<file path="src/sv/sha384_byte_stream_hasher_macros.svh">
// assertion macros for the sha-384 hasher
// no dependencies
`ifndef SHA384_BYTE_STREAM_HASHER_MACROS_SVH
`define SHA384_BYTE_STREAM_HASHER_MACROS_SVH
// implication checked on every clock edge outside reset
`define SHA_ASSERT_IMP(label, ante, cons, msg) \
    label: assert property (@(posedge clk) disable iff (!rst_n) (ante) |-> (cons)) \
        else $error(msg);
// implication whose consequent is checked in the cycle after the antecedent
`define SHA_ASSERT_NEXT(label, ante, cons, msg) \
    label: assert property (@(posedge clk) disable iff (!rst_n) (ante) |=> (cons)) \
        else $error(msg);
`endif

</file>
<file path="src/sv/sha384_pkg.sv">
// package for the sha-384 byte stream hasher: types, constants, round functions
// no dependencies
`timescale 1ns / 1ps
package sha384_pkg;
    localparam int BlockBytes = 128;
    localparam int DigestWords = 6;
    localparam int Rounds = 80;
    localparam logic [7:0] PadByte = 8'h80;
    localparam logic [6:0] LenPos = 7'd120;
    localparam logic [6:0] SplitPos = 7'd112;

    typedef logic [63:0] word_t;

    typedef enum logic [3:0] {
        ST_IDLE,
        ST_PAD,
        ST_LEN,
        ST_LOAD,
        ST_WAIT_LOAD,
        ST_ROUND,
        ST_FOLD,
        ST_EMIT
    } state_t;

    // padding source of one byte position
    typedef enum logic [1:0] {
        FILL_ZERO,
        FILL_MARK,
        FILL_LEN
    } fill_t;

    typedef struct packed {
        logic       init;
        logic       buf_we;
        logic [6:0] buf_addr;
        logic [7:0] buf_data;
        logic       load_word;
        logic [3:0] load_idx;
        logic       round_start;
        logic       round_en;
        logic [6:0] round_idx;
        logic       fold;
        logic       len_add;
    } dp_cmd_t;

    typedef struct packed {
        logic [6:0] fill;
        logic [63:0] bit_len;
    } dp_status_t;

    function automatic word_t init_h(input logic [2:0] i);
        case (i)
            3'd0: init_h = 64'hcbbb9d5dc1059ed8;
            3'd1: init_h = 64'h629a292a367cd507;
            3'd2: init_h = 64'h9159015a3070dd17;
            3'd3: init_h = 64'h152fecd8f70e5939;
            3'd4: init_h = 64'h67332667ffc00b31;
            3'd5: init_h = 64'h8eb44a8768581511;
            3'd6: init_h = 64'hdb0c2e0d64f98fa7;
            default: init_h = 64'h47b5481dbefa4fa4;
        endcase
    endfunction

    localparam word_t RoundK [Rounds] = '{
        64'h428a2f98d728ae22, 64'h7137449123ef65cd, 64'hb5c0fbcfec4d3b2f, 64'he9b5dba58189dbbc,
        64'h3956c25bf348b538, 64'h59f111f1b605d019, 64'h923f82a4af194f9b, 64'hab1c5ed5da6d8118,
        64'hd807aa98a3030242, 64'h12835b0145706fbe, 64'h243185be4ee4b28c, 64'h550c7dc3d5ffb4e2,
        64'h72be5d74f27b896f, 64'h80deb1fe3b1696b1, 64'h9bdc06a725c71235, 64'hc19bf174cf692694,
        64'he49b69c19ef14ad2, 64'hefbe4786384f25e3, 64'h0fc19dc68b8cd5b5, 64'h240ca1cc77ac9c65,
        64'h2de92c6f592b0275, 64'h4a7484aa6ea6e483, 64'h5cb0a9dcbd41fbd4, 64'h76f988da831153b5,
        64'h983e5152ee66dfab, 64'ha831c66d2db43210, 64'hb00327c898fb213f, 64'hbf597fc7beef0ee4,
        64'hc6e00bf33da88fc2, 64'hd5a79147930aa725, 64'h06ca6351e003826f, 64'h142929670a0e6e70,
        64'h27b70a8546d22ffc, 64'h2e1b21385c26c926, 64'h4d2c6dfc5ac42aed, 64'h53380d139d95b3df,
        64'h650a73548baf63de, 64'h766a0abb3c77b2a8, 64'h81c2c92e47edaee6, 64'h92722c851482353b,
        64'ha2bfe8a14cf10364, 64'ha81a664bbc423001, 64'hc24b8b70d0f89791, 64'hc76c51a30654be30,
        64'hd192e819d6ef5218, 64'hd69906245565a910, 64'hf40e35855771202a, 64'h106aa07032bbd1b8,
        64'h19a4c116b8d2d0c8, 64'h1e376c085141ab53, 64'h2748774cdf8eeb99, 64'h34b0bcb5e19b48a8,
        64'h391c0cb3c5c95a63, 64'h4ed8aa4ae3418acb, 64'h5b9cca4f7763e373, 64'h682e6ff3d6b2b8a3,
        64'h748f82ee5defb2fc, 64'h78a5636f43172f60, 64'h84c87814a1f0ab72, 64'h8cc702081a6439ec,
        64'h90befffa23631e28, 64'ha4506cebde82bde9, 64'hbef9a3f7b2c67915, 64'hc67178f2e372532b,
        64'hca273eceea26619c, 64'hd186b8c721c0c207, 64'heada7dd6cde0eb1e, 64'hf57d4f7fee6ed178,
        64'h06f067aa72176fba, 64'h0a637dc5a2c898a6, 64'h113f9804bef90dae, 64'h1b710b35131c471b,
        64'h28db77f523047d84, 64'h32caab7b40c72493, 64'h3c9ebe0a15c9bebc, 64'h431d67c49c100d4c,
        64'h4cc5d4becb3e42b6, 64'h597f299cfc657e2a, 64'h5fcb6fab3ad6faec, 64'h6c44198c4a475817
    };

    function automatic word_t rotr(input word_t x, input int n);
        rotr = (x >> n) | (x << (64 - n));
    endfunction
endpackage

</file>
<file path="src/sv/sha384_ctrl.sv">
// sha-384 controller: absorb, padding sequence, round count and digest emission
// depends on sha384_pkg and the macros header
`timescale 1ns / 1ps
`include "sha384_byte_stream_hasher_macros.svh"
module sha384_ctrl
    import sha384_pkg::*;
(
    input  logic       clk,
    input  logic       rst_n,
    input  logic       in_valid,
    output logic       in_ready,
    input  logic       in_action,
    input  logic [7:0] in_byte,
    output logic       out_valid,
    input  logic       out_ready,
    output logic [2:0] out_index,
    input  dp_status_t status,
    output dp_cmd_t    cmd,
    output fill_t      fill_sel,
    output logic       use_ram,
    output logic [2:0] byte_sel
);
    state_t     state_reg, state_next;
    logic [6:0] pos_reg, pos_next;     // byte position in the block being padded or loaded
    logic       second_reg, second_next; // a length-only block still follows
    logic       tail_reg, tail_next;     // length-only block in progress, mark already placed
    logic       final_reg, final_next;   // compressing for a finish
    logic [6:0] n_reg, n_next;         // bytes buffered at finish
    logic [6:0] rnd_reg, rnd_next;
    logic [2:0] idx_reg, idx_next;
    logic       in_tx;

    assign in_tx = in_valid && in_ready;

    always_ff @(posedge clk or negedge rst_n)
    begin
        if (!rst_n)
        begin
            state_reg  <= ST_IDLE;
            pos_reg    <= '0;
            second_reg <= 1'b0;
            tail_reg   <= 1'b0;
            final_reg  <= 1'b0;
            n_reg      <= '0;
            rnd_reg    <= '0;
            idx_reg    <= '0;
        end
        else
        begin
            state_reg  <= state_next;
            pos_reg    <= pos_next;
            second_reg <= second_next;
            tail_reg   <= tail_next;
            final_reg  <= final_next;
            n_reg      <= n_next;
            rnd_reg    <= rnd_next;
            idx_reg    <= idx_next;
        end
    end

    always_comb
    begin
        state_next  = state_reg;
        pos_next    = pos_reg;
        second_next = second_reg;
        tail_next   = tail_reg;
        final_next  = final_reg;
        n_next      = n_reg;
        rnd_next    = rnd_reg;
        idx_next    = idx_reg;
        cmd         = '0;
        in_ready    = 1'b0;
        out_valid   = 1'b0;
        fill_sel    = FILL_ZERO;
        use_ram     = 1'b0;
        byte_sel    = pos_reg[2:0];
        cmd.buf_addr  = pos_reg;
        cmd.load_idx  = pos_reg[6:3];
        cmd.round_idx = rnd_reg;
        case (state_reg)
            ST_IDLE:
            begin
                in_ready = 1'b1;
                cmd.buf_addr = status.fill;
                cmd.buf_data = in_byte;
                if (in_tx)
                begin
                    if (!in_action)
                    begin
                        cmd.buf_we  = 1'b1;
                        cmd.len_add = 1'b1;
                        if (status.fill == 7'd127)
                        begin
                            final_next = 1'b0;
                            pos_next   = '0;
                            cmd.buf_addr = status.fill;
                            state_next = ST_WAIT_LOAD;
                        end
                    end
                    else
                    begin
                        final_next  = 1'b1;
                        n_next      = status.fill;
                        second_next = (status.fill >= SplitPos);
                        tail_next   = 1'b0;
                        pos_next    = '0;
                        state_next  = ST_PAD;
                    end
                end
            end
            // wait state for the registered ram read of byte 0 before streaming bytes
            ST_WAIT_LOAD:
            begin
                cmd.buf_addr = '0;
                state_next = ST_LOAD;
            end
            ST_LOAD:
            begin
                // ram read of pos issued last cycle; issue pos + 1 now
                cmd.buf_addr  = pos_reg + 7'd1;
                use_ram       = 1'b1;
                cmd.load_word = 1'b1;
                pos_next      = pos_reg + 7'd1;
                if (pos_reg == 7'd127)
                begin
                    rnd_next = '0;
                    cmd.round_start = 1'b1;
                    state_next = ST_ROUND;
                end
            end
            ST_PAD:
            begin
                cmd.buf_addr  = pos_reg;
                cmd.load_word = 1'b0;
                // padded block: buffered bytes, then mark, zeros and, in the last block, the length
                if (pos_reg < n_reg)
                begin
                    // fetch through the ram: the read is issued here and the byte is taken in ST_LEN
                    state_next = ST_LEN;
                end
                else
                begin
                    cmd.load_word = 1'b1;
                    if (pos_reg == n_reg && !tail_reg)
                    begin
                        fill_sel = FILL_MARK;
                    end
                    else if (pos_reg >= LenPos && !second_reg)
                    begin
                        fill_sel = FILL_LEN;
                    end
                    pos_next = pos_reg + 7'd1;
                    if (pos_reg == 7'd127)
                    begin
                        rnd_next = '0;
                        cmd.round_start = 1'b1;
                        state_next = ST_ROUND;
                    end
                end
            end
            // ram data for a buffered byte is now valid
            ST_LEN:
            begin
                cmd.buf_addr  = pos_reg;
                use_ram       = 1'b1;
                cmd.load_word = 1'b1;
                pos_next      = pos_reg + 7'd1;
                state_next    = ST_PAD;
            end
            ST_ROUND:
            begin
                cmd.round_en = 1'b1;
                rnd_next = rnd_reg + 7'd1;
                if (rnd_reg == 7'(Rounds - 1))
                begin
                    state_next = ST_FOLD;
                end
            end
            ST_FOLD:
            begin
                cmd.fold = 1'b1;
                pos_next = '0;
                if (!final_reg)
                begin
                    state_next = ST_IDLE;
                end
                else if (second_reg)
                begin
                    // length-only block: nothing buffered, mark already placed
                    second_next = 1'b0;
                    tail_next   = 1'b1;
                    n_next      = 7'd0;
                    state_next  = ST_PAD;
                end
                else
                begin
                    idx_next   = '0;
                    state_next = ST_EMIT;
                end
            end
            ST_EMIT:
            begin
                out_valid = 1'b1;
                if (out_ready)
                begin
                    idx_next = idx_reg + 3'd1;
                    if (idx_reg == 3'(DigestWords - 1))
                    begin
                        cmd.init   = 1'b1;
                        final_next = 1'b0;
                        tail_next  = 1'b0;
                        state_next = ST_IDLE;
                    end
                end
            end
            default:
            begin
                state_next = ST_IDLE;
            end
        endcase
    end

    assign out_index = idx_reg;

    `SHA_ASSERT_IMP(a_no_accept_busy, state_reg != ST_IDLE, !in_ready, "input taken while busy")
    `SHA_ASSERT_IMP(a_emit_only, out_valid, state_reg == ST_EMIT && idx_reg < 3'd6, "bad output")
    `SHA_ASSERT_NEXT(a_round_len, state_reg == ST_ROUND && rnd_reg != 7'd79, state_reg == ST_ROUND, "round sequence broken")
    `SHA_ASSERT_NEXT(a_finish_back, state_reg == ST_EMIT && out_ready && idx_reg == 3'd5, state_reg == ST_IDLE && status.fill == 7'd0, "no return to idle")
endmodule

</file>
<file path="config.mk">
export PLATFORM = sky130hd
export DESIGN_NAME = sha384_ctrl
export DESIGN_NICKNAME = d
export VERILOG_FILES = /design/src/sv/sha384_pkg.sv /design/src/sv/sha384_ctrl.sv
export VERILOG_INCLUDE_DIRS = /design/src /design/src/sv
export SDC_FILE = /design/constraint.sdc
export NUM_CORES = 1
export LEC_CHECK = 0
export BUFFER_PORTS_ARGS = -buffer_cell sky130_fd_sc_hd__buf_2
export CORE_MARGIN = 2
export CORE_UTILIZATION = 40
export CTS_CLUSTER_SIZE = 10
export DETAILED_ROUTE_END_ITERATION = 16
export GPL_TIMING_DRIVEN = 0
export PLACE_DENSITY = 0.81
export SLEW_MARGIN = 15
export SYNTH_ARGS = -nofsm -noshare
export SYNTH_HDL_FRONTEND = slang
export SYNTH_SLANG_ARGS = --single-unit
</file>
<file path="constraint.sdc">
create_clock -name clk -period 5.5 [get_ports clk]
set_clock_uncertainty 0.2 [all_clocks]
set_input_delay 0.275 -clock clk [delete_from_list [all_inputs] [get_ports clk]]
set_output_delay 0.275 -clock clk [all_outputs]
set_load 0.1 [all_outputs]
</file>
### Yosys cells after proc, flatten, opt, wreduce, memory -nomap -nowiden

Cells that the tools add are included.

* register bits after elaboration: 31
* bits of input ports: 84
* output and inout port bits: 44

* add/sub/neg operators: 3
* $lt $le $gt $ge: 3
* equal/unequal tests: 22
* mux-type cells: 68
* reduce and logical (&&, ||, !) cells: 21

Operators by type and width (count)
* two-way mux 7 bit: 10
* case mux 7 bit (3 select lines): 2
* two-way mux 4 bit: 8
* case mux 4 bit (8 select lines): 1
* case mux 7 bit (4 select lines): 1
* two-way mux 1 bit: 27
* two-way mux 8 bit: 3
* equality test 7 bit, second input constant: 3
* != test 2 bit, second input constant: 9
* equality test 4 x 3 -> 1 bit, second input constant: 4
* two-way mux 3 bit: 5
* AND reduction 5 bit: 3
* adder 7 x 1 -> 7 bit, second input constant: 2
* >= comparator 7 bit, second input constant: 2
* case mux 7 bit (2 select lines): 1
* AND reduction 4 bit: 3
* equality test 4 x 2 -> 1 bit, second input constant: 2
* two-way mux 2 bit: 4
* case mux 1 bit (2 select lines): 4
* equality test 7 bit: 1
* less-than comparator 7 bit: 1
* AND reduction 7 bit: 1
* case mux 3 bit (2 select lines): 1
* nonzero test 2 bit: 3
* other kinds (12): 16

### Longest topological paths before layout

* word-level depth: 6
* gate-level depth with buffers: 8

### Worst setup path after synthesis

No wires, ideal clock.

* path type: register to output
* start point: reg pos_reg[0]
* end point: out fill_sel[1]
* arrival: 5002 ps
* setup slack: 23 ps
* cell stages (with the launch flop): 8
* cell sequence: dfrtp_1 inv_1 ha_1 nand3b_1 a21oi_1 a311oi_1 nand2b_1 nor4_1

* word-level cells in the longest chain between the ends: 6
* elaborated cells between the ends (all ways): 9
* those cells by class: 2 x order compare; 1 x eq/ne; 4 x mux; 2 x reduce/logical

Ends and longest elaborated chain
* start, declared: RTL line sha384_ctrl.sv:24 `logic [6:0] pos_reg, pos_next;`
* start signal, assigned: RTL line sha384_ctrl.sv:51 `pos_reg <= pos_next;`
* >= comparator 7 bit: RTL line sha384_ctrl.sv:148 `else if (pos_reg >= LenPos && !second_reg)`
* logical AND 1 bit: RTL line sha384_ctrl.sv:148
* two-way mux 2 bit: RTL line sha384_ctrl.sv:148
* two-way mux 2 bit: RTL line sha384_ctrl.sv:144 `if (pos_reg == n_reg && !tail_reg)`
* two-way mux 2 bit *: RTL line sha384_ctrl.sv:136 `if (pos_reg < n_reg)`
* two-way mux 2 bit *: RTL line sha384_ctrl.sv:80 `case (state_reg)`
* end, declared: RTL line sha384_ctrl.sv:19 `output fill_t fill_sel,`

Every way passes the cells marked *; elsewhere a longest branch is shown, timed or not.

### Final worst setup path

* start point: reg pos_reg[6]
* end point: out fill_sel[1]

Same word-level chain as after synthesis.

==> reports/metrics.yaml <==
status:
  outcome: "finished clean"
global_routing:
  grt_pass1_wl_um: 9830
  grt_pass1_vias: 2015
  grt_util_all_layers_pct: 20.1
  grt_max_degree: 32
  grt.overflow.total: 0
  antenna_found_initial: 0
worst_setup_path:
  start_kind: "flop"
  path_max_fanout: 7
  end_kind: "output pin"
  critPathRequiredTime_ns: 5.03
  reg2reg_slack_ns: 3.00
  crit_family: "simple AND/OR/NAND/NOR gates"
  crit_slowest_cell: "buf_2"
  critPathArrivalTime_ns: 2.87
  crit_path_end: "fill_sel[1]"
  timing.rr.start: "pos_reg[6]"
  worst-path-stages: 7
  path_buf_inv: 1
  reg2reg_depth: 6
  reg2reg_to: "pos_reg[1]"
  crit_type: "reg2out"
  cp_slowest_stage_delay_ns: 0.50
  crit_chain: "ha_1, nand4_1, a21oi_1, a311oi_1, nand2b_1, nor4_1, buf_2"
  cp-startpoint: "pos_reg[6]"
power_and_ir_drop:
  power_frac_clock_pct: 18.0
  p_comb_share_pct: 51.6
  total_power_uw: 957
  vdd_ir_drop_max_mv: 0.206
  p_int_uw: 460
  p_sw_share_pct: 52.0
  pwr-share-seq_pct: 30.4
  p_leak_uw: 0.00137
  p_sw_uw: 497
  power-per-cell-area_mw_per_mm2: 348
clocking:
  clockBufferDepth: 2
  cts_inserted_buffers: 5
  insertion_delay_ns: 0.28
  htreeDepth: 2
  post-cts-setup-buffer-count: 0
  tritoncts: "yes"
  cts_root_buf: "clkbuf_8"
  cts_sinks: 31
  clkTransAtPathRegs_ns: 0.07
floorplan:
  die_h_um: 79.0
  rows: 27
  ioPinCount: 128
  core_mm2: 0.00547
  die_w_um: 79.0
  initial_core_util_pct: 41.1
  dieArea_mm2: 0.00624
logic_synthesis:
  synth-seq-area-share_pct: 34.5
  synth_edf_count: 0
  synth_area_mm2: 0.00225
  ys_types: 57
  synthCells: 257
  syn_area_per_cell_um2: 8.76
  ys_ff_latch: 31
  synth_ff_type: "dfrtp_1"
  yosysWarnings: 0
  syn_nets: 353
  synthArstFlopShare_pct: 100
route:
  drtPass1Iterations: 4
  drtIter0Drc: 173
  vias: 2210
  postRouteAntennaNets: 0
  wl_um: 6020
  met2WireLength_um: 2770
  route.met3.wl_um: 421
  viasPerCell: 5.51
  drc: 0
  m1WireLength_um: 2770
  post_drt_wl_per_cell_um: 15.0
  routed.top_layer: "met4"
placed_design:
  dpl.hpwl_um: 4550
  place_congestion: 0.881
  place_ws_ns: 2.57
  port_buffers: 63
  dp_cells: 392
timing:
  setup_tns_ns: 0
  setup_viol: 0
  fmax_mhz: 299
  min_period_ns: 3.35
  post-route-period-util_pct: 60.9
  drv_slew: 0
  tightest_slew_ns: 0.695
  setup_slack_ns: 2.15
  hold_slack_ns: 0.0532
  hold_violations: 0
  slew_headroom_pct: 53.7
  rsz0062_at_grt: "no"
cells_and_area:
  n_antenna_cell: 0
  nNetsFinal: 424
  final_cells: 401
  areaGrowthSynthToFinish_pct: 22.1
  layout_commonest_cell: "buf_2"
  layout_common_cells: "buf_2, dfrtp_1, nand2_1"
  drive_above_1_share_pct: 28.6
worst_hold_path:
  hold_class: "in2reg"
run:
  drv_cap: 0
[through the flow]
step | utilization (%) | area (µm²)
finish | 50.2 | 2750
detailed placement | 48.5 | 2660
global placement | 48.5 | 2660
floorplan | - | 2250
global route | 50.2 | 2750
CTS | 50.2 | 2750
[worst min-delay path by stage]
stage / from / endpoint / slack, ns / cells past startpoint
after global placement: rst_n / pos_reg[2] / 0.16 / 1
after global routing: status[68] / n_reg[4] / 0.06 / 2
after CTS: status[68] / n_reg[4] / 0.05 / 2
after detailed placement: rst_n / pos_reg[2] / 0.15 / 1
after floorplan: rst_n / final_reg / -0.22 / 0
final: status[68] / n_reg[4] / 0.05 / 2
[power groups by stage]
stage                     combinational [µW]  clock, µW  sequential, µW
final                                    494        173             291
after global routing                     521        186             296
after CTS                                492        176             290
after detailed placement                 489          0             293
after global placement                   485          0             293
after floorplan                          297          0             396
[metal layers]
layer	up-vias	GRT usage, %
li1	1077	-
met1	1035	28.3
met2	94	30.8
met3	4	3.52
met4	0	7.76
met5	-	0
[cells by family after synthesis]
family	after synthesis	synth area share [%]
xor gates and xnor gates	1	0.389
AOI/OAI and AO/OA	77	24.7
DFF	31	34.5
and+or+nand+nor	102	25.5
adders and majority gates	12	6.67
buffers and inverters	31	7.17
muxes	2	0.945
other	1	0.167
[final cells by class]
class	instances	area, µm²
inverters	17	65.1
clock inverters	1	5.00
well taps	72	90.1
multi-input cells	195	1310
flip-flops and latches	31	776
clock buffers	7	76.3
fillers	523	2730
plain buffers	14	96.3
repair buffers	64	325
[cells in the mapped netlist, types with 5 or more instances]
library cell | count | share of area, %
and3_1 | 8 | 2.2
a22o_1 | 8 | 3.1
nand3_1 | 9 | 2.0
inv_1 | 14 | 2.3
and2_1 | 9 | 2.5
a31oi_1 | 11 | 3.1
a21oi_1 | 9 | 2.0
nand2_1 | 28 | 4.7
dfrtp_1 | 31 | 34
buf_2 | 5 | 1.1
nor2_1 | 16 | 2.7
o21ai_0 | 22 | 4.9
nor3_1 | 6 | 1.3
ha_1 | 12 | 6.7
[repair_timing]
action | in CTS | in global routing
endpoints found under the setup margin | 0 | 0
hold endpoints to repair | 31 | 0
gates resized for setup | 0 | 0
hold buffers | 1 | 0
(Power assumes the default switching activity.)
